## src/rtl/core/lsac_pkg.sv

```systemverilog
// Package for the LFU set-associative cache policy: sizes, types and helpers.
`default_nettype none
package lsac_pkg;

    localparam int SETS    = 16;
    localparam int WAYS    = 4;
    localparam int ENTRIES = SETS * WAYS;

    localparam int ADDR_W  = 32;
    localparam int COUNT_W = 16;
    localparam int MISS_W  = 32;
    localparam int WAY_W   = (WAYS > 1) ? $clog2(WAYS) : 1;
    localparam int SET_W   = (SETS > 1) ? $clog2(SETS) : 1;
    localparam int IDX_W   = (ENTRIES > 1) ? $clog2(ENTRIES) : 1;

    typedef logic [ADDR_W-1:0]  addr_t;
    typedef logic [COUNT_W-1:0] count_t;
    typedef logic [MISS_W-1:0]  miss_t;
    typedef logic [WAY_W-1:0]   way_t;
    typedef logic [SET_W-1:0]   set_t;
    typedef logic [IDX_W-1:0]   idx_t;

    localparam count_t COUNT_MAX = '1;
    localparam miss_t  MISS_MAX  = '1;
    localparam way_t   LAST_WAY  = WAY_W'(WAYS - 1);

    typedef enum logic [1:0] {
        ST_IDLE,
        ST_SCAN,
        ST_UPDATE
    } state_t;

    typedef struct packed {
        logic   hit;
        way_t   hit_way;
        count_t hit_count;
        logic   full;
        way_t   victim;
    } scan_res_t;

    // sets must be a power of two: the modulo is a mask
    function automatic set_t set_of(addr_t a);
        return SET_W'(a % ADDR_W'(SETS));
    endfunction

    function automatic idx_t entry_idx(set_t s, way_t w);
        return IDX_W'(int'(s) * WAYS + int'(w));
    endfunction

endpackage
`default_nettype wire

```

## src/rtl/core/lfu_set_assoc_cache_policy.sv

```systemverilog
// Top level: LFU set-associative cache policy with a way-by-way lookup sequencer.
// One way of the set is read from the tag and count RAMs and compared per cycle,
// up to the first matching way or the last way; the update state then writes back,
// holding while a result waits on out_ready. Addresses are taken only when idle.
// Reset clears the valid bits, the miss counter and the sequencer; no clearing pass.
// Tag RAM contents are undefined after reset and are only read behind a valid bit.
`default_nettype none
module lfu_set_assoc_cache_policy (
    input  wire logic             clk,
    input  wire logic             rst_n,
    input  wire logic             in_valid,
    output logic                  in_ready,
    input  wire lsac_pkg::addr_t  addr,
    output logic                  out_valid,
    input  wire logic             out_ready,
    output logic                  hit,
    output logic [1:0]            way_used,
    output logic                  evicted,
    output lsac_pkg::miss_t       miss_total
);
    import lsac_pkg::*;

    state_t              state_reg, state_next;
    addr_t               key_reg, key_next;
    way_t                way_reg, way_next;
    logic [ENTRIES-1:0]  valid_reg, valid_next;
    miss_t               miss_reg, miss_next;
    logic                out_valid_reg, out_valid_next;
    logic                hit_reg, hit_next;
    logic [1:0]          way_used_reg, way_used_next;
    logic                evicted_reg, evicted_next;

    idx_t      rd_idx;
    idx_t      cur_idx;
    idx_t      wr_idx;
    way_t      wr_way;
    logic      tag_we;
    logic      cnt_we;
    count_t    cnt_wdata;
    addr_t     rd_addr;
    count_t    rd_count;
    logic      start;
    logic      step;
    logic      match;
    scan_res_t res;

    lsac_ram #(
        .WIDTH (ADDR_W),
        .DEPTH (ENTRIES)
    ) u_tag_ram (
        .clk   (clk),
        .we    (tag_we),
        .waddr (wr_idx),
        .wdata (key_reg),
        .raddr (rd_idx),
        .rdata (rd_addr)
    );

    lsac_ram #(
        .WIDTH (COUNT_W),
        .DEPTH (ENTRIES)
    ) u_cnt_ram (
        .clk   (clk),
        .we    (cnt_we),
        .waddr (wr_idx),
        .wdata (cnt_wdata),
        .raddr (rd_idx),
        .rdata (rd_count)
    );

    assign cur_idx = entry_idx(set_of(key_reg), way_reg);

    lsac_way_unit u_way_unit (
        .clk       (clk),
        .rst_n     (rst_n),
        .start     (start),
        .step      (step),
        .way       (way_reg),
        .entry_vld (valid_reg[cur_idx]),
        .key       (key_reg),
        .rd_addr   (rd_addr),
        .rd_count  (rd_count),
        .match     (match),
        .res       (res)
    );

    assign wr_way = res.hit ? res.hit_way : res.victim;
    assign wr_idx = entry_idx(set_of(key_reg), wr_way);

    always_comb
    begin
        state_next     = state_reg;
        key_next       = key_reg;
        way_next       = way_reg;
        valid_next     = valid_reg;
        miss_next      = miss_reg;
        out_valid_next = out_valid_reg;
        hit_next       = hit_reg;
        way_used_next  = way_used_reg;
        evicted_next   = evicted_reg;
        in_ready       = 1'b0;
        start          = 1'b0;
        step           = 1'b0;
        tag_we         = 1'b0;
        cnt_we         = 1'b0;
        cnt_wdata      = '0;
        rd_idx         = entry_idx(set_of(key_reg), way_reg + 1'b1);

        if (out_valid_reg && out_ready)
        begin
            out_valid_next = 1'b0;
        end

        unique case (state_reg)
            ST_IDLE:
            begin
                in_ready = 1'b1;
                rd_idx   = entry_idx(set_of(addr), '0);
                if (in_valid)
                begin
                    key_next   = addr;
                    way_next   = '0;
                    start      = 1'b1;
                    state_next = ST_SCAN;
                end
            end
            ST_SCAN:
            begin
                step = 1'b1;
                if (match || (way_reg == LAST_WAY))
                begin
                    state_next = ST_UPDATE;
                end
                else
                begin
                    way_next = way_reg + 1'b1;
                end
            end
            ST_UPDATE:
            begin
                if (!out_valid_reg || out_ready)
                begin
                    cnt_we = 1'b1;
                    if (res.hit)
                    begin
                        cnt_wdata = (res.hit_count == COUNT_MAX) ? res.hit_count
                                                                 : res.hit_count + 1'b1;
                    end
                    else
                    begin
                        tag_we             = 1'b1;
                        valid_next[wr_idx] = 1'b1;
                        if (miss_reg != MISS_MAX)
                        begin
                            miss_next = miss_reg + 1'b1;
                        end
                    end
                    out_valid_next = 1'b1;
                    hit_next       = res.hit;
                    way_used_next  = 2'(wr_way);
                    evicted_next   = !res.hit && res.full;
                    state_next     = ST_IDLE;
                end
            end
            default:
            begin
                state_next = ST_IDLE;
            end
        endcase
    end

    always_ff @(posedge clk or negedge rst_n)
    begin
        if (!rst_n)
        begin
            state_reg     <= ST_IDLE;
            way_reg       <= '0;
            valid_reg     <= '0;
            miss_reg      <= '0;
            out_valid_reg <= 1'b0;
        end
        else
        begin
            state_reg     <= state_next;
            way_reg       <= way_next;
            valid_reg     <= valid_next;
            miss_reg      <= miss_next;
            out_valid_reg <= out_valid_next;
        end
    end

    always_ff @(posedge clk)
    begin
        key_reg      <= key_next;
        hit_reg      <= hit_next;
        way_used_reg <= way_used_next;
        evicted_reg  <= evicted_next;
    end

    assign out_valid  = out_valid_reg;
    assign hit        = hit_reg;
    assign way_used   = way_used_reg;
    assign evicted    = evicted_reg;
    assign miss_total = miss_reg;

endmodule
`default_nettype wire

```

## src/rtl/core/lsac_ram.sv

```systemverilog
// Generic single-write, single-read RAM with registered read data.
`default_nettype none
module lsac_ram #(
    parameter int WIDTH = 32,
    parameter int DEPTH = 64
) (
    input  wire logic                                   clk,
    input  wire logic                                   we,
    input  wire logic [((DEPTH > 1) ? $clog2(DEPTH) : 1)-1:0] waddr,
    input  wire logic [WIDTH-1:0]                       wdata,
    input  wire logic [((DEPTH > 1) ? $clog2(DEPTH) : 1)-1:0] raddr,
    output logic      [WIDTH-1:0]                       rdata
);

    logic [WIDTH-1:0] mem [DEPTH];
    logic [WIDTH-1:0] rdata_reg;

    always_ff @(posedge clk)
    begin
        if (we)
        begin
            mem[waddr] <= wdata;
        end
        rdata_reg <= mem[raddr];
    end

    assign rdata = rdata_reg;

endmodule
`default_nettype wire

```

## src/rtl/core/lsac_way_unit.sv

```systemverilog
// Shared per-way compare unit: tag match, first empty way and least-count tracking.
`default_nettype none
module lsac_way_unit (
    input  wire logic               clk,
    input  wire logic               rst_n,
    input  wire logic               start,
    input  wire logic               step,
    input  wire lsac_pkg::way_t     way,
    input  wire logic               entry_vld,
    input  wire lsac_pkg::addr_t    key,
    input  wire lsac_pkg::addr_t    rd_addr,
    input  wire lsac_pkg::count_t   rd_count,
    output logic                    match,
    output lsac_pkg::scan_res_t     res
);
    import lsac_pkg::*;

    logic   hit_reg, hit_next;
    way_t   hit_way_reg, hit_way_next;
    count_t hit_count_reg, hit_count_next;
    logic   inv_found_reg, inv_found_next;
    way_t   inv_way_reg, inv_way_next;
    count_t min_count_reg, min_count_next;
    way_t   min_way_reg, min_way_next;

    assign match = entry_vld && (rd_addr == key);

    always_comb
    begin
        hit_next       = hit_reg;
        hit_way_next   = hit_way_reg;
        hit_count_next = hit_count_reg;
        inv_found_next = inv_found_reg;
        inv_way_next   = inv_way_reg;
        min_count_next = min_count_reg;
        min_way_next   = min_way_reg;
        if (start)
        begin
            hit_next       = 1'b0;
            inv_found_next = 1'b0;
            min_way_next   = '0;
        end
        else if (step)
        begin
            if (match)
            begin
                hit_next       = 1'b1;
                hit_way_next   = way;
                hit_count_next = rd_count;
            end
            if (!entry_vld && !inv_found_reg)
            begin
                inv_found_next = 1'b1;
                inv_way_next   = way;
            end
            if ((way == '0) || (rd_count < min_count_reg))
            begin
                min_count_next = rd_count;
                min_way_next   = way;
            end
        end
    end

    always_ff @(posedge clk or negedge rst_n)
    begin
        if (!rst_n)
        begin
            hit_reg       <= 1'b0;
            inv_found_reg <= 1'b0;
        end
        else
        begin
            hit_reg       <= hit_next;
            inv_found_reg <= inv_found_next;
        end
    end

    always_ff @(posedge clk)
    begin
        hit_way_reg   <= hit_way_next;
        hit_count_reg <= hit_count_next;
        inv_way_reg   <= inv_way_next;
        min_count_reg <= min_count_next;
        min_way_reg   <= min_way_next;
    end

    assign res.hit       = hit_reg;
    assign res.hit_way   = hit_way_reg;
    assign res.hit_count = hit_count_reg;
    assign res.full      = !inv_found_reg;
    assign res.victim    = inv_found_reg ? inv_way_reg : min_way_reg;

endmodule
`default_nettype wire

```

## config.mk

```make
export PLATFORM = sky130hd
export DESIGN_NAME = lfu_set_assoc_cache_policy
export DESIGN_NICKNAME = d
export VERILOG_FILES = /design/src/rtl/core/lsac_pkg.sv /design/src/rtl/core/lfu_set_assoc_cache_policy.sv /design/src/rtl/core/lsac_ram.sv /design/src/rtl/core/lsac_way_unit.sv
export SDC_FILE = /design/constraint.sdc
export NUM_CORES = 2
export LEC_CHECK = 0
export BUFFER_PORTS_ARGS = -buffer_cell sky130_fd_sc_hd__buf_2
export CAP_MARGIN = 10
export CELL_PAD_IN_SITES_DETAIL_PLACEMENT = 1
export CELL_PAD_IN_SITES_GLOBAL_PLACEMENT = 2
export CORE_MARGIN = 2
export CORE_UTILIZATION = 45
export DETAILED_ROUTE_END_ITERATION = 12
export GPL_ROUTABILITY_DRIVEN = 1
export GPL_TIMING_DRIVEN = 0
export PLACE_DENSITY_LB_ADDON = 0.1
export SYNTH_ARGS = -nofsm -noshare
export SYNTH_HDL_FRONTEND = slang
export SYNTH_SLANG_ARGS = --single-unit
```

## constraint.sdc

```tcl
create_clock -name clk -period 6.8 [get_ports clk]
set_clock_uncertainty 0.1 [all_clocks]
set_input_delay 0.68 -clock clk [delete_from_list [all_inputs] [get_ports clk]]
set_output_delay 0.68 -clock clk [all_outputs]
set_load 0.01 [all_outputs]
```

==> reports/results.txt <==
Worst min-delay path startpoint: in_valid. For the register area share after synthesis, the log shows 0.7476. The detailed router's first-iteration violation count was 13,036.

The commonest cells after synthesis are sky130_fd_sc_hd__edfxtp_1, sky130_fd_sc_hd__nand2_1, sky130_fd_sc_hd__o21ai_0. The run gives 60 as the maximum number of pins on one net before global-route repair. The final reports fail on max-capacitance violations, max-slew violations.

After synthesis the cells add up to 131,100 µm². The most common cell in the synthesized netlist is sky130_fd_sc_hd__edfxtp_1. The flow ran to the end, but the final reports show violations. The final layout contains 9,053 nets.

The endpoint type of the worst setup path was a flop. The die is 543.7 µm wide. The floorplan step defined a die boundary enclosing 295,600 µm². The worst supply voltage drop on vdd is 0.3701 mV, and the count of final setup violators is 0. The final worst-path cycle share was 0.9975.

The endpoint of the worst register-to-register path is u_cnt_ram.rdata[3]$_DFF_P_. The tools report the total grt overflow as 0. The register with the most flip-flops in the layout has 2,048 of them. The sum of negative setup slack was 0 ps; the number of placement rows was 198. The core region is 290,300 µm².

The count of cells in the finished layout, fillers not included, comes to 13,221. The worst register-to-register path begins at way_reg[0]$_DFFE_PN0P_. In this run the power spent charging and discharging nets is 32.60 mW. The number of clock buffers inserted by TritonCTS was 355; the number of cells traversed by the worst register-to-register path was 16. Among all flip-flop cells after synthesis, the most frequent one is sky130_fd_sc_hd__edfxtp_1. The logs give 87,560 for the number of global-route vias before repair and 0.425 for the combinational share of power. Summing internal, switching and leakage power gives 74.70 mW. The tools report the clock network fraction of design power as 0.256. Summing all placed instances gives a cell area of 143,300 µm². Sorting the synthesized cells by area gives the leading types as sky130_fd_sc_hd__edfxtp_1, sky130_fd_sc_hd__mux4_2, sky130_fd_sc_hd__o211ai_1, sky130_fd_sc_hd__nand2_1, sky130_fd_sc_hd__mux2i_1. The clock-pin slew on the worst setup and hold paths is 60 ps. The synthesized design contains 3,144 enable-type register cells.

The switching power as a share of total power was 0.4365; the total number of H-tree levels was 5. Mean instance size in the synthesized netlist: 15.88 µm². The final core utilization was 0.5340. The first global-routing pass estimated 763,700 µm of wire. The congestion estimate from routability-driven global placement came to 0.9865. The post-synthesis async set-or-reset flop share came out at 0.03124.

The starting density of the core is 0.4514. The tools report the number of violations of the max-capacitance limit as 4. Data arrives at the worst endpoint at 7430 ps. The synthesized net count was 8,307; the worst-case hold slack was 85.61 ps. Counting flops and latches in the post-synthesis netlist gives 3,297.

The number of detailed-routing iterations run before antenna repair was 6. The clock reaches the later pin of the worst-skew pair after 970 ps. The die height works out to 543.7 µm. In this run the count of I/O pins placed on the die edge is 74.

The worst hold path terminates at state_reg[0]$_DFFE_PN0P_. The overall track demand over capacity in global routing came out at 0.3857. Summed over all cells, the static leakage comes to 48.50 nW.

Setup repair after global routing left no endpoint under its margin. CTS saw 3,297 sinks. The run gives 50 as the number of pins with negative max-slew slack in the final report. In this run the register-to-register setup slack is 20 ps. The synthesized design spends more area on one cell type than any other, namely sky130_fd_sc_hd__edfxtp_1.

Maximum buffer depth of the clock tree: 4. Cell at the root of the clock tree: sky130_fd_sc_hd__clkbuf_16. The port buffer count was 73; the synthesis-to-finish area growth was 18.30%. The post-layout minimum cycle time is 6783 ps. The critical path start-end classification is flop to flop. In the final routed layout, each cell accounts on average for 43.51 µm. For this block, the routed nets add up to 575,200 µm of wire. The Yosys step of the flow raised 0 warnings. The tools report the area of all placed cells without fillers as 155,000 µm². Summed over all nets, the half-perimeter wirelength after detailed placement is 409,500 µm.

TritonCTS built the clock tree. At the worst endpoint, the required time is 7450 ps. The worst setup path is launched from a flop. The count of mapped cells out of synthesis came out at 8,252. The distinct cell type count of the synthesized netlist came out at 85. In the routed layout, each cell is associated on average with a via count of 6.649. The proportion of netlist area held by the largest area contributor is 0.7203.

The total count of hold-check failures in the final report was 0; the highest achievable clock rate was 0.1474 GHz. The logs give 0.319 for the portion of total power attributed to sequential cells and 17.31 ps for the smallest setup slack after layout. In this run the power density over the cells is 481.8 nW/µm². Before CTS, the worst setup slack after placement is -1674 ps. The routed via count was 87,913; the buffer count from post-CTS setup fixing was 0. The kind of path behind the tightest hold check is input pin to flop. After detailed placement, the design holds a cell count of 12,502. The internal portion of the total power is 42.10 mW. The remaining antenna violation count is 0, and the cell depth of the worst hold path is 3. Along the worst path, the maximum fanout reaches 28. At the pin with the least slew margin, the transition time is 1582 ps.

The initial antenna violation count came out at 68. Share of post-route cells with drive strength above 1: 0.1820. The number of DRC violations after detailed routing is 0, and the max-slew headroom at the worst pin is -0.05471.
==> what timing repair did <==
action,in CTS,in global routing
endpoints found under the hold margin,76,0
gates resized for setup,11,0
setup endpoints to repair,48,0
hold buffers,33,0
==> layout by cell type, fill, tap and decap left out, drive strengths merged, types with 25 or more instances in the layout <==
cell / Yosys / routed
a221oi: 32 / 32
dfrtp: 103 / 103
a31oi: 172 / 172
xor2: 49 / 49
mux4: 206 / 206
o311ai: 87 / 87
diode: 0 / 34
nor2: 400 / 400
bufinv: 0 / 25
edfxtp: 3144 / 3144
a32o: 32 / 32
a211oi: 26 / 26
inv: 23 / 32
clkbuf: 316 / 761
nand3: 138 / 138
o22ai: 36 / 36
a21oi: 358 / 358
dfxtp: 50 / 50
nand2: 707 / 707
o221ai: 190 / 190
buf: 318 / 674
o311a: 38 / 38
or2: 116 / 116
nor3b: 38 / 38
clkinv: 1 / 157
mux2i: 260 / 260
nand2b: 67 / 67
o2111ai: 36 / 36
or3: 218 / 218
dlygate4sd3: 0 / 33
nor3: 64 / 64
o211ai: 365 / 365
o21ai: 438 / 438
==> how the worst max path moves through the flow <==
| stage | from | endpoint | slack (ps) | cells past startpoint |
|---|---|---|---|---|
| after CTS | way_reg[0]$_DFFE_PN0P_ | u_cnt_ram.rdata[3]$_DFF_P_ | 320 | 15 |
| after global routing | way_reg[0]$_DFFE_PN0P_ | u_cnt_ram.rdata[3]$_DFF_P_ | 90 | 15 |
| after floorplan | u_way_unit.hit_count_reg[0]$_DFFE_PP_ | u_cnt_ram.mem[0][8]$_DFFE_PP_ | 1660 | 6 |
| after global placement | out_ready | u_cnt_ram.mem[20][8]$_DFFE_PP_ | -5350 | 5 |
| after detailed placement | way_reg[0]$_DFFE_PN0P_ | u_cnt_ram.rdata[3]$_DFF_P_ | -1670 | 16 |
| final | way_reg[0]$_DFFE_PN0P_ | u_cnt_ram.rdata[3]$_DFF_P_ | 20 | 16 |
==> worst max-delay path: stages, from the launching register on <==
cell and delay, ps:
sky130_fd_sc_hd__dfrtp_1 570, sky130_fd_sc_hd__buf_6 270, sky130_fd_sc_hd__buf_4 370, sky130_fd_sc_hd__clkinv_1 280, sky130_fd_sc_hd__buf_4 450, sky130_fd_sc_hd__ha_1 540, sky130_fd_sc_hd__o21ai_4 120, sky130_fd_sc_hd__buf_12 220
sky130_fd_sc_hd__buf_4 450, sky130_fd_sc_hd__buf_2 410, sky130_fd_sc_hd__clkbuf_1 980, sky130_fd_sc_hd__nand2_1 140, sky130_fd_sc_hd__nand3_1 130, sky130_fd_sc_hd__o2111ai_1 110, sky130_fd_sc_hd__a21oi_1 260, sky130_fd_sc_hd__o21ai_0 300
sky130_fd_sc_hd__o221ai_1 790
==> power groups by stage <==
stage / clock [mW] / sequential [mW] / combinational, mW
after global routing: 19.9 / 23.8 / 31.9
after CTS: 19.2 / 23.8 / 30.4
after floorplan: 0 / 24.3 / 13.9
final: 19.1 / 23.8 / 31.8
after detailed placement: 0 / 24.2 / 30.3
after global placement: 0 / 25.0 / 28.2
==> logic make-up after synthesis <==
| kind of cell | count (synthesis) | share of synthesized area |
|---|---|---|
| AOI/OAI and AO/OA | 1888 | 0.09800 |
| xor gates and xnor gates | 72 | 0.004811 |
| adders and majority gates | 19 | 0.001814 |
| buffers and inverters | 658 | 0.02522 |
| DFF | 3297 | 0.7476 |
| muxes | 490 | 0.05759 |
| and+or+nand+nor | 1828 | 0.06494 |
==> per-layer routing <==
layer	vias up	part of all wire	track usage
met5	-	0.00031	0
met4	26	0.081	0.2697
met3	1495	0.11	0.1012
met2	5742	0.45	0.5928
met1	46340	0.36	0.4765
li1	34310	-	-
==> area by class of cell <==
cell class | count | area, µm²
fillers | 27105 | 135300
flip-flops and latches | 3297 | 97990
multi-input cells | 4297 | 30670
clock buffers | 446 | 9445
repair buffers | 392 | 6902
well taps | 3900 | 4880
plain buffers | 631 | 3247
clock inverters | 200 | 1737
inverters | 24 | 92.59
diodes | 34 | 85.08
(Power assumes the default switching activity.)
